### config.mk
export PLATFORM = sky130hd
export DESIGN_NAME = ldpc_min_sum_check_node
export DESIGN_NICKNAME = d
export VERILOG_FILES = /design/src/rtl/lmsc_pkg.sv /design/src/rtl/lmsc_front.sv /design/src/rtl/lmsc_queue.sv /design/src/rtl/lmsc_back.sv /design/src/rtl/ldpc_min_sum_check_node.sv
export SDC_FILE = /design/constraint.sdc
export NUM_CORES = 1
export LEC_CHECK = 0
export BUFFER_PORTS_ARGS = -buffer_cell sky130_fd_sc_hd__buf_2
export CAP_MARGIN = 20
export CORE_UTILIZATION = 55
export DETAILED_ROUTE_END_ITERATION = 16
export GPL_ROUTABILITY_DRIVEN = 0
export PLACE_DENSITY = 0.7
export SYNTH_ARGS = -nofsm -noshare
export SYNTH_HDL_FRONTEND = slang
export SYNTH_SLANG_ARGS = --single-unit
### constraint.sdc
create_clock -name clk -period 4.7 [get_ports clk]
set_input_delay 0.47 -clock clk [delete_from_list [all_inputs] [get_ports clk]]
set_output_delay 0.47 -clock clk [all_outputs]
set_load 0.005 [all_outputs]
### src/rtl/lmsc_pkg.sv
// Shared constants and the row summary type of the min-sum check-node update.
`default_nettype none

package lmsc_pkg;

	// Row geometry and message format.
	localparam int MAX_DEGREE = 32;
	localparam int MSG_WIDTH  = 8;
	localparam int MAG_W      = MSG_WIDTH - 1;
	localparam int POS_W      = $clog2(MAX_DEGREE);
	localparam int CNT_W      = $clog2(MAX_DEGREE + 1);

	// Largest magnitude; also the reset value of both minima.
	localparam logic [MAG_W-1:0] MAG_MAX = {MAG_W{1'b1}};

	// Summary of one finished row, handed from the front end to the back end.
	typedef struct packed {
		logic [MAX_DEGREE-1:0] signs;
		logic [MAG_W-1:0]      min_first;
		logic [MAG_W-1:0]      min_second;
		logic [POS_W-1:0]      min_position;
		logic                  parity;
		logic [CNT_W-1:0]      count;
		logic                  overflow;
	} row_t;

endpackage

`default_nettype wire

### src/rtl/lmsc_front.sv
// Front end: accepts messages and builds the per-row minimum and sign summary.
`default_nettype none

module lmsc_front (
	input  wire logic                                 clk,
	input  wire logic                                 arst_n,
	input  wire logic                                 push,
	input  wire logic signed [lmsc_pkg::MSG_WIDTH-1:0] v2c_msg,
	input  wire logic                                 last_msg,
	input  wire logic                                 q_full,
	output logic                                      q_push,
	output lmsc_pkg::row_t                            q_row
);

	logic                              accept;
	logic                              neg;
	logic [lmsc_pkg::MSG_WIDTH-1:0]    neg_raw;
	logic [lmsc_pkg::MAG_W-1:0]        mag;
	logic                              room;

	logic [lmsc_pkg::MAX_DEGREE-1:0]   signs_q;
	logic [lmsc_pkg::MAG_W-1:0]        min_first_q;
	logic [lmsc_pkg::MAG_W-1:0]        min_second_q;
	logic [lmsc_pkg::POS_W-1:0]        min_position_q;
	logic                              parity_q;
	logic [lmsc_pkg::CNT_W-1:0]        count_q;
	logic                              overflow_q;

	lmsc_pkg::row_t                    row_d;

	assign accept = push && !q_full;

	// Sign and magnitude of the incoming message; the most negative code clamps.
	always_comb begin
		neg     = v2c_msg[lmsc_pkg::MSG_WIDTH-1];
		neg_raw = (~v2c_msg) + 1'b1;
		if (!neg) begin
			mag = v2c_msg[lmsc_pkg::MAG_W-1:0];
		end else if (neg_raw[lmsc_pkg::MSG_WIDTH-1]) begin
			mag = lmsc_pkg::MAG_MAX;
		end else begin
			mag = neg_raw[lmsc_pkg::MAG_W-1:0];
		end
	end

	assign room = count_q < lmsc_pkg::CNT_W'(lmsc_pkg::MAX_DEGREE);

	// Row summary after folding in the current message.
	always_comb begin
		row_d.signs        = signs_q;
		row_d.min_first    = min_first_q;
		row_d.min_second   = min_second_q;
		row_d.min_position = min_position_q;
		row_d.parity       = parity_q;
		row_d.count        = count_q;
		row_d.overflow     = overflow_q;
		if (room) begin
			row_d.signs[count_q[lmsc_pkg::POS_W-1:0]] = neg;
			row_d.parity = parity_q ^ neg;
			if (mag < min_first_q) begin
				row_d.min_second   = min_first_q;
				row_d.min_first    = mag;
				row_d.min_position = count_q[lmsc_pkg::POS_W-1:0];
			end else if (mag < min_second_q) begin
				row_d.min_second = mag;
			end
			row_d.count = count_q + 1'b1;
		end else begin
			row_d.overflow = 1'b1;
		end
	end

	assign q_push = accept && last_msg;
	assign q_row  = row_d;

	// Row state; it returns to its start values once a row is handed over.
	always_ff @(posedge clk or negedge arst_n) begin
		if (!arst_n) begin
			min_first_q    <= lmsc_pkg::MAG_MAX;
			min_second_q   <= lmsc_pkg::MAG_MAX;
			min_position_q <= '0;
			parity_q       <= 1'b0;
			count_q        <= '0;
			overflow_q     <= 1'b0;
		end else if (accept) begin
			if (last_msg) begin
				min_first_q    <= lmsc_pkg::MAG_MAX;
				min_second_q   <= lmsc_pkg::MAG_MAX;
				min_position_q <= '0;
				parity_q       <= 1'b0;
				count_q        <= '0;
				overflow_q     <= 1'b0;
			end else begin
				min_first_q    <= row_d.min_first;
				min_second_q   <= row_d.min_second;
				min_position_q <= row_d.min_position;
				parity_q       <= row_d.parity;
				count_q        <= row_d.count;
				overflow_q     <= row_d.overflow;
			end
		end
	end

	// Sign bits need no reset: only entries written in the current row are read.
	always_ff @(posedge clk) begin
		if (accept) begin
			signs_q <= row_d.signs;
		end
	end

`ifndef SYNTHESIS
	a_min_order: assert property (@(posedge clk) disable iff (!arst_n)
		min_first_q <= min_second_q)
		else $error("front: first minimum exceeds second minimum");
	a_count_bound: assert property (@(posedge clk) disable iff (!arst_n)
		count_q <= lmsc_pkg::CNT_W'(lmsc_pkg::MAX_DEGREE))
		else $error("front: message count beyond row capacity");
	a_overflow_full: assert property (@(posedge clk) disable iff (!arst_n)
		overflow_q |-> count_q == lmsc_pkg::CNT_W'(lmsc_pkg::MAX_DEGREE))
		else $error("front: overflow flagged on a row that is not full");
`endif

endmodule

`default_nettype wire

### src/rtl/lmsc_queue.sv
// Two-entry queue of row summaries between the front end and the back end.
`default_nettype none

module lmsc_queue (
	input  wire logic           clk,
	input  wire logic           arst_n,
	input  wire logic           wr_en,
	input  wire lmsc_pkg::row_t wr_row,
	output logic                full,
	input  wire logic           rd_en,
	output logic                rd_valid,
	output lmsc_pkg::row_t      rd_row
);

	lmsc_pkg::row_t entry_q [2];
	logic           wr_ptr_q;
	logic           rd_ptr_q;
	logic [1:0]     fill_q;

	assign full     = fill_q == 2'd2;
	assign rd_valid = fill_q != 2'd0;
	assign rd_row   = entry_q[rd_ptr_q];

	// Pointers and fill level.
	always_ff @(posedge clk or negedge arst_n) begin
		if (!arst_n) begin
			wr_ptr_q <= 1'b0;
			rd_ptr_q <= 1'b0;
			fill_q   <= 2'd0;
		end else begin
			if (wr_en) begin
				wr_ptr_q <= ~wr_ptr_q;
			end
			if (rd_en) begin
				rd_ptr_q <= ~rd_ptr_q;
			end
			if (wr_en && !rd_en) begin
				fill_q <= fill_q + 2'd1;
			end else if (rd_en && !wr_en) begin
				fill_q <= fill_q - 2'd1;
			end
		end
	end

	// Entry storage.
	always_ff @(posedge clk) begin
		if (wr_en) begin
			entry_q[wr_ptr_q] <= wr_row;
		end
	end

`ifndef SYNTHESIS
	a_fill_bound: assert property (@(posedge clk) disable iff (!arst_n)
		fill_q <= 2'd2)
		else $error("queue: fill level out of range");
	a_no_overrun: assert property (@(posedge clk) disable iff (!arst_n)
		wr_en |-> !full)
		else $error("queue: write into a full queue");
	a_no_underrun: assert property (@(posedge clk) disable iff (!arst_n)
		rd_en |-> rd_valid)
		else $error("queue: read from an empty queue");
`endif

endmodule

`default_nettype wire

### src/rtl/lmsc_back.sv
// Back end: walks a row summary and emits one check-to-variable message per position.
`default_nettype none

module lmsc_back (
	input  wire logic                                  clk,
	input  wire logic                                  arst_n,
	input  wire logic                                  row_valid,
	input  wire lmsc_pkg::row_t                        row,
	output logic                                       row_done,
	input  wire logic                                  pop,
	output logic                                       empty,
	output logic signed [lmsc_pkg::MSG_WIDTH-1:0]      c2v_msg,
	output logic [lmsc_pkg::POS_W-1:0]                 position,
	output logic                                       last_out,
	output logic                                       overflow
);

	logic [lmsc_pkg::POS_W-1:0]     k_q;
	logic                           out_valid_q;
	logic [lmsc_pkg::MSG_WIDTH-1:0] msg_q;
	logic [lmsc_pkg::POS_W-1:0]     pos_q;
	logic                           last_q;
	logic                           ovf_q;

	logic                           advance;
	logic                           is_last;
	logic [lmsc_pkg::MAG_W-1:0]     mag;
	logic                           sgn;
	logic [lmsc_pkg::MSG_WIDTH-1:0] mag_ext;
	logic [lmsc_pkg::MSG_WIDTH-1:0] value;

	assign advance  = row_valid && (!out_valid_q || pop);
	assign is_last  = ({1'b0, k_q} + 1'b1) == row.count;
	assign row_done = advance && is_last;

	// Output value for the current position; a zero magnitude stays zero.
	always_comb begin
		mag     = (k_q == row.min_position) ? row.min_second : row.min_first;
		sgn     = row.parity ^ row.signs[k_q];
		mag_ext = {1'b0, mag};
		value   = sgn ? ((~mag_ext) + 1'b1) : mag_ext;
	end

	// Position counter and output valid.
	always_ff @(posedge clk or negedge arst_n) begin
		if (!arst_n) begin
			k_q         <= '0;
			out_valid_q <= 1'b0;
		end else begin
			if (advance) begin
				k_q         <= is_last ? '0 : k_q + 1'b1;
				out_valid_q <= 1'b1;
			end else if (pop) begin
				out_valid_q <= 1'b0;
			end
		end
	end

	// Output register.
	always_ff @(posedge clk) begin
		if (advance) begin
			msg_q  <= value;
			pos_q  <= k_q;
			last_q <= is_last;
			ovf_q  <= row.overflow;
		end
	end

	assign empty    = !out_valid_q;
	assign c2v_msg  = msg_q;
	assign position = pos_q;
	assign last_out = last_q;
	assign overflow = ovf_q;

`ifndef SYNTHESIS
	a_pos_in_row: assert property (@(posedge clk) disable iff (!arst_n)
		row_valid |-> {1'b0, k_q} < row.count)
		else $error("back: position counter beyond row length");
	a_row_nonempty: assert property (@(posedge clk) disable iff (!arst_n)
		row_valid |-> row.count != '0)
		else $error("back: row summary with no messages");
	a_restart: assert property (@(posedge clk) disable iff (!arst_n)
		row_done |=> k_q == '0)
		else $error("back: position counter not cleared after a row");
`endif

endmodule

`default_nettype wire

### src/rtl/ldpc_min_sum_check_node.sv
// A row's first result goes through a queue entry and the output register after its
// last message is accepted, or later while the back end still emits earlier rows.
// Throughput: one message per cycle unless full; one result per cycle while popped.
// A row summary passes through a two-entry queue, so the back end can emit one row
// while the front end gathers the next; full rises only while both entries wait.
// Reset clears the row state, the queue and the output valid; sign bits are not reset.
`default_nettype none

module ldpc_min_sum_check_node (
	input  wire logic                                  clk,
	input  wire logic                                  arst_n,
	input  wire logic                                  push,
	output logic                                       full,
	input  wire logic signed [lmsc_pkg::MSG_WIDTH-1:0] v2c_msg,
	input  wire logic                                  last_msg,
	output logic                                       empty,
	input  wire logic                                  pop,
	output logic signed [lmsc_pkg::MSG_WIDTH-1:0]      c2v_msg,
	output logic [lmsc_pkg::POS_W-1:0]                 position,
	output logic                                       last_out,
	output logic                                       overflow
);

	logic           q_full;
	logic           q_push;
	lmsc_pkg::row_t q_wr_row;
	logic           q_valid;
	lmsc_pkg::row_t q_rd_row;
	logic           q_pop;

	assign full = q_full;

	// Message intake and row summary.
	lmsc_front u_front (
		.clk      (clk),
		.arst_n   (arst_n),
		.push     (push),
		.v2c_msg  (v2c_msg),
		.last_msg (last_msg),
		.q_full   (q_full),
		.q_push   (q_push),
		.q_row    (q_wr_row)
	);

	// Finished rows waiting for output.
	lmsc_queue u_queue (
		.clk      (clk),
		.arst_n   (arst_n),
		.wr_en    (q_push),
		.wr_row   (q_wr_row),
		.full     (q_full),
		.rd_en    (q_pop),
		.rd_valid (q_valid),
		.rd_row   (q_rd_row)
	);

	// Result generation.
	lmsc_back u_back (
		.clk       (clk),
		.arst_n    (arst_n),
		.row_valid (q_valid),
		.row       (q_rd_row),
		.row_done  (q_pop),
		.pop       (pop),
		.empty     (empty),
		.c2v_msg   (c2v_msg),
		.position  (position),
		.last_out  (last_out),
		.overflow  (overflow)
	);

endmodule

`default_nettype wire

### Word level (Yosys, flattened, before mapping)

Memory sizes are Yosys's and may differ from the RTL's.
Cells that the tools add are included.

* word-level logic and storage cells: 83
* output and inout port bits: 17
* bits of input ports: 13
* memory bits (writable): 118
* register bits after elaboration: 84
* memories kept: 1

Memories
* u_queue.entry_q: depth 2, width 59, read ports 1, clocked after Yosys merged registers in 0, write ports 1, line lmsc_queue.sv:15 `lmsc_pkg::row_t entry_q [2];`

* order comparisons: 6
* reduce and logical (&&, ||, !) cells: 15
* eq/ne operators: 3
* bitwise logic cells: 6
* $add $sub $neg: 7
* multiplexer cells: 28

Operators by type and width (count)
* $mux 7: 9
* $mux 58: 1
* $bwmux 32: 1
* $add 8x1->8 const B: 2
* $mux 5: 3
* $lt 7x7->1: 2
* $lt 5x6->1 const B: 2
* $mux 1: 9
* $not 7->8: 1
* $not 8->8: 1
* $logic_and 1x1->1: 7
* $add 5x1->6 const B: 1
* $add 6x1->6 const B: 1
* $eq 6x6->1: 1
* $lt 6x6->1 const B: 1
* $mux 6: 1
* $reduce_bool 2->1: 3
* $add 5x1->5 const B: 1
* $bmux 1 s5: 1
* $demux 1 s5: 1
* $eq 5x5->1: 1
* $ge 5x1->1 const B: 1
* $logic_not 1->1: 4
* $mux 2: 2
* 6 further kinds: 8

### Logic depth before layout (Yosys ltp)

* word-level depth: 9
* depth in mapped cells: 17
* depth with buffers taken out: 15

### Hierarchy

From an unflattened synthesis, not the netlist that was laid out.

* cell total of the unflattened synthesis: 728
* area total of the unflattened synthesis: 10083.4 sq um

By module, submodules not included
* lmsc_queue: cells each 200, times used 1, sequential area each 3643.5 sq um, area an instance 4749.6 sq um
* lmsc_front: cells each 353, times used 1, sequential area each 1654.1 sq um, area an instance 3632.2 sq um
* lmsc_back: cells each 175, times used 1, sequential area each 600.6 sq um, area an instance 1701.6 sq um

### Worst setup path before layout

Ideal clock, no wire load.

* path type: register -> register
* start: register u_queue.fill_q[0]
* end: memory u_queue.entry_q[0][0] (netlist bit), enable pin
* clock period less this slack: 3.942 ns
* path buffers: 0
* library setup time: 0.476 ns
* cell stages (with the launch flop): 6
* arrival: 3.466 ns
* path slack: 0.758 ns
* data required time: 4.224 ns
* cells stage by stage: dfrtp_1 nand2b_1 nand2_1 inv_1 nand2_1 nor2_1

* word-level cells in the longest chain between the ends: 6

Ends and longest elaborated chain
* start, declared: line lmsc_queue.sv:18 `logic [1:0] fill_q;`
* start signal, assigned: line lmsc_queue.sv:38 `fill_q <= fill_q + 2'd1;`
* start signal, assigned: line lmsc_queue.sv:40 `fill_q <= fill_q - 2'd1;`
* $eq 2x2->1: line lmsc_queue.sv:20 `assign full = fill_q == 2'd2;`
* $logic_not 1->1: line lmsc_front.sv:31 `assign accept = push && !q_full;`
* $logic_and 1x1->1: line lmsc_front.sv:31
* $logic_and 1x1->1: line lmsc_front.sv:73 `assign q_push = accept && last_msg;`
* $mux 1: line lmsc_queue.sv:47 `if (wr_en) begin`
* $mux 1 (implied by the code): line lmsc_queue.sv:48 `entry_q[wr_ptr_q] <= wr_row;`
* end, declared: line lmsc_queue.sv:15

Every way passes these cells.

### Final worst setup path

* start: input port v2c_msg[7] (netlist bit)
* end: register u_front.min_position_q[2] (netlist bit)

* word-level cells in the longest chain between the ends: 8

Ends and longest elaborated chain
* start, declared: line ldpc_min_sum_check_node.sv:14 `input wire logic signed [lmsc_pkg::MSG_WIDTH-1:0] v2c_msg,`
* $not 8->8: line lmsc_front.sv:36 `neg_raw = (~v2c_msg) + 1'b1;`
* $add 8x1->8: line lmsc_front.sv:36
* $mux 7: line lmsc_front.sv:39 `end else if (neg_raw[lmsc_pkg::MSG_WIDTH-1]) begin`
* $mux 7 (*): line lmsc_front.sv:37 `if (!neg) begin`
* $lt 7x7->1 (*): line lmsc_front.sv:60 `if (mag < min_first_q) begin`
* $mux 5 (*): line lmsc_front.sv:60
* $mux 58 (*): line lmsc_front.sv:57 `if (room) begin`
* $mux 5 (*): line lmsc_front.sv:86 `if (last_msg) begin`
* end signal, assigned: line lmsc_front.sv:96 `min_position_q <= row_d.min_position;`
* end, declared: line lmsc_front.sv:24 `logic [lmsc_pkg::POS_W-1:0] min_position_q;`

Mark *: on every way between the ends. The rest lies on a longest branch, timed or not.
A chain may end at the register's enable or synchronous reset.

==> flow_summary.yaml <==
floorplan:
  ioPinCount: 30
  core_region_area_um2: 16700
  dieHeight_um: 133.2
  fp-row-count: 47
  fp.dieArea_um2: 17740
  start_util: 0.5668
  die_w_um: 133.2
critical_path:
  top_cell_family_by_delay_on_the_critical_path: "compound AO/OA/AOI/OAI gates"
  timing.critical_path.buf_inv: 2
  timing.critical_path.arrival_ns: 4.02
  worstSetupPathType: "in -> reg"
  reg2regPathDepth: 11
  regToRegEndpoint: "u_back.c2v_msg[4]"
  worstSetupStartpointType: "primary input"
  critical_path.max_stage_delay_ns: 0.57
  critical-path-top-cell-by-count: "o21ai_0"
  critical_path_required_ns: 5.09
  end_kind: "flop"
  rrSetupSlack_ns: 1.35
  crit_path_top_delay_cell: "buf_2"
  r2r-start: "u_queue.rd_ptr_q"
  critical_path_peak_fanout: 45
  crit_path_cell_trace: "buf_2, a21oi_1, o21ai_0, ha_1, a21oi_1, nor2b_1, o21ai_0, o211ai_2, or2_0, buf_4, nor2_4, a22oi_1, o21ai_0"
global_route:
  largest_net_degree_at_the_start_of_global_routing: 46
  grt_pass1_wl_mm: 29.48
  antenna_violations_before_repair: 0
  grt_overflow_total: 0
  grt_use_total: 0.2142
  vias_in_the_first_global_route: 5543
synth:
  yosysSeqAreaShare: 0.6231
  synthArstFlopShare: 0.1832
  synth_top_flop_cell: "edfxtp_1"
  number_of_enable_flip_flop_cells_after_synthesis: 165
  synth.top_cell.area_share: 0.5234
  synth_cells: 682
  post-synth-top-area-cell: "edfxtp_1"
  synthesis.area_per_instance_um2: 13.88
  ys_ff_latch: 202
  synth_nets: 715
  synth.distinct_cells: 63
  syn_std_cell_area_um2: 9467
  yosysWarningCount: 0
  synth_area_leaders: "edfxtp_1 (52%), dfrtp_1 (6.1%), mux2_2 (4.0%)"
pwr:
  total_leakage_power_nw: 3.784
  power_density_nw_per_um2: 636.3
  ir_worst_vdd_mv: 0.3018
finish:
  design.final.nets: 743
  layoutNonFillerInstCount: 945
  regArea_um2: 5899
  area_delta_synth_final_pct: 9.582
  antenna_diode_count: 0
  num-fill-cells: 1232
  drive_gt1_frac: 0.1945
  finish.instance_area_um2: 10370
  multiInputGateArea_um2: 3212
sta:
  grt_setup_unrepaired: "false"
  finClkSkew_ns: 0.02103
  hold_viol_final: 0
  final.hold.worst_slack_ns: 0.09208
  setup_viol: 0
  worstMarginPinSlew_ns: 0.9071
  timing.fmax_mhz: 275.4
  worst_slew_margin: 0.3953
  setup_total_negative_slack_ns: 0
  final_min_period_over_clock_period: 0.7725
  least_setup_slack_across_all_paths_after_layout_ns: 1.069
  layout_min_cycle_time_ns: 3.631
  drv_slew: 0
clock_network:
  tritoncts_clock_tree: "done"
  clockBufferDepth: 3
  clkSinkCount: 202
  total_clock_buffers_created_by_cts: 21
  clk_pin_slew_ns: 0.06
  insertion_delay_ns: 0.50
  post-cts-setup-buffer-count: 0
  cts_hold_repair.buffers: 0
  count_of_instances_resized_after_the_clock_tree_is_built: 0
  htree_num_levels: 1
  clockRootBuffer: "clkbuf_16"
detailed_routing:
  drt_drc_violations_left: 0
  avgViaCountPerCell: 5.898
  routed_wire_length_per_instance_um: 19.37
  dr.first_iter.drc_count: 454
  route.antenna.remaining_nets: 0
  num_vias: 5574
  drt_wl_total_mm: 18.31
  drt_first_pass_iters: 5
hold_path:
  worst_hold_path_type: "in -> async"
outcome:
  run_status: "complete, no violations"
placement:
  place_inst: 907
  worst_slack_placed_ns: 0.5690
  portBuffers: 29
  placedInstanceArea_um2: 9731
  dp_hpwl_mm: 12.07
run:
  cap_viol_max_count: 0
## logic make-up (layout without fill, tap and decap cells)
group,Yosys count,after routing,synth area share
and+or+nand+nor,179,179,0.09186
xor gates and xnor gates,31,31,0.02947
DFF,202,202,0.6230
buffers and inverters,68,111,0.03859
muxes,70,70,0.1094
AOI/OAI and AO/OA,112,112,0.08115
adders and majority gates,20,20,0.02643
## routing by layer
metal  track usage  share of wire  vias to the layer above  wire length, um
met4       0.06061          0.016                        0              297
li1              -              -                     2607                -
met3       0.03006          0.051                       22              926
met1        0.3158           0.48                     2791             8713
met2        0.3357           0.46                      154             8370
met5             0              0                        -                0
## synth_stat cells (all sizes together), types with 4 or more instances
cell	count
a21oi	18
a22oi	9
a31oi	9
buf	14
clkbuf	19
dfrtp	23
dfstp	14
edfxtp	165
ha	20
inv	35
mux2	35
mux2i	15
mux4	20
nand2	60
nand2b	11
nand3	17
nand3b	4
nor2	50
nor2b	8
nor3	10
o21ai	28
o22a	21
o22ai	4
xnor2	20
xor2	11
## cell usage in the layout (no fill, tap or decap), drive strengths merged, types with 3 or more instances in the layout
cell,n
a21boi,3
a21oi,18
a22o,3
a22oi,9
a31oi,9
and3,3
buf,38
clkbuf,25
clkinv,7
dfrtp,23
dfstp,14
edfxtp,165
ha,20
inv,38
mux2,35
mux2i,15
mux4,20
nand2,60
nand2b,11
nand3,17
nand3b,4
nand4,3
nor2,50
nor2b,8
nor3,10
o21a,3
o21ai,28
o22a,21
o22ai,4
o31ai,3
xnor2,20
xor2,11
## power breakdown
group          total [mW]  switching [mW]  internal, mW
sequential           2.96           0.328          2.63
clock                1.56           0.673         0.884
combinational        2.09            1.21         0.876
total                6.60            2.21          4.39
## final cells by class
type                       count  area share
clock buffer                  25     0.05210
timing repair buffer          38     0.02050
tap                          220     0.02653
multi-input combinational    412      0.3096
inverter                      35     0.01266
clock inverter                13    0.009890
sequential                   202      0.5687
## how the worst max path moves through the flow
stage                 startpoint                   endpoint  slack (ns)  depth (start not counted)
2_1_floorplan  u_queue.fill_q[0]      u_queue.entry_q[0][0]        0.76                          5
3_3_place_gp          v2c_msg[7]     u_front.min_first_q[5]        0.78                         13
3_5_place_dp          v2c_msg[7]  u_front.min_position_q[2]        0.57                         13
4_1_cts               v2c_msg[7]  u_front.min_position_q[2]        1.08                         13
5_1_grt               v2c_msg[7]  u_front.min_position_q[2]        0.76                         13
6_report              v2c_msg[7]  u_front.min_position_q[2]        1.07                         13
## registers in the layout, indices dropped and copies added, names as in the netlist
| name | count |
|---|---|
| u_front.min_first_q | 7 |
| u_front.overflow_q | 1 |
| u_front.min_position_q | 5 |
| u_queue.entry_q | 118 |
| u_front.signs_q | 32 |
| u_back.last_out | 1 |
| u_front.min_second_q | 7 |
| u_back.out_valid_q | 1 |
| u_queue.rd_ptr_q | 1 |
| u_queue.wr_ptr_q | 1 |
| u_back.c2v_msg | 8 |
| u_back.overflow | 1 |
| u_back.position | 5 |
| u_back.k_q | 5 |
| u_front.parity_q | 1 |
| u_front.count_q | 6 |
| u_queue.fill_q | 2 |
## metrics by stage
stage / total power [mW] / util
2_1_floorplan: 4.533 / -
3_3_place_gp: 4.981 / 0.5826
3_5_place_dp: 5.073 / 0.5826
4_1_cts: 6.623 / 0.6211
5_1_grt: 6.966 / 0.6211
6_report: 6.601 / 0.6211
Power figures use the tool's default switching activity.
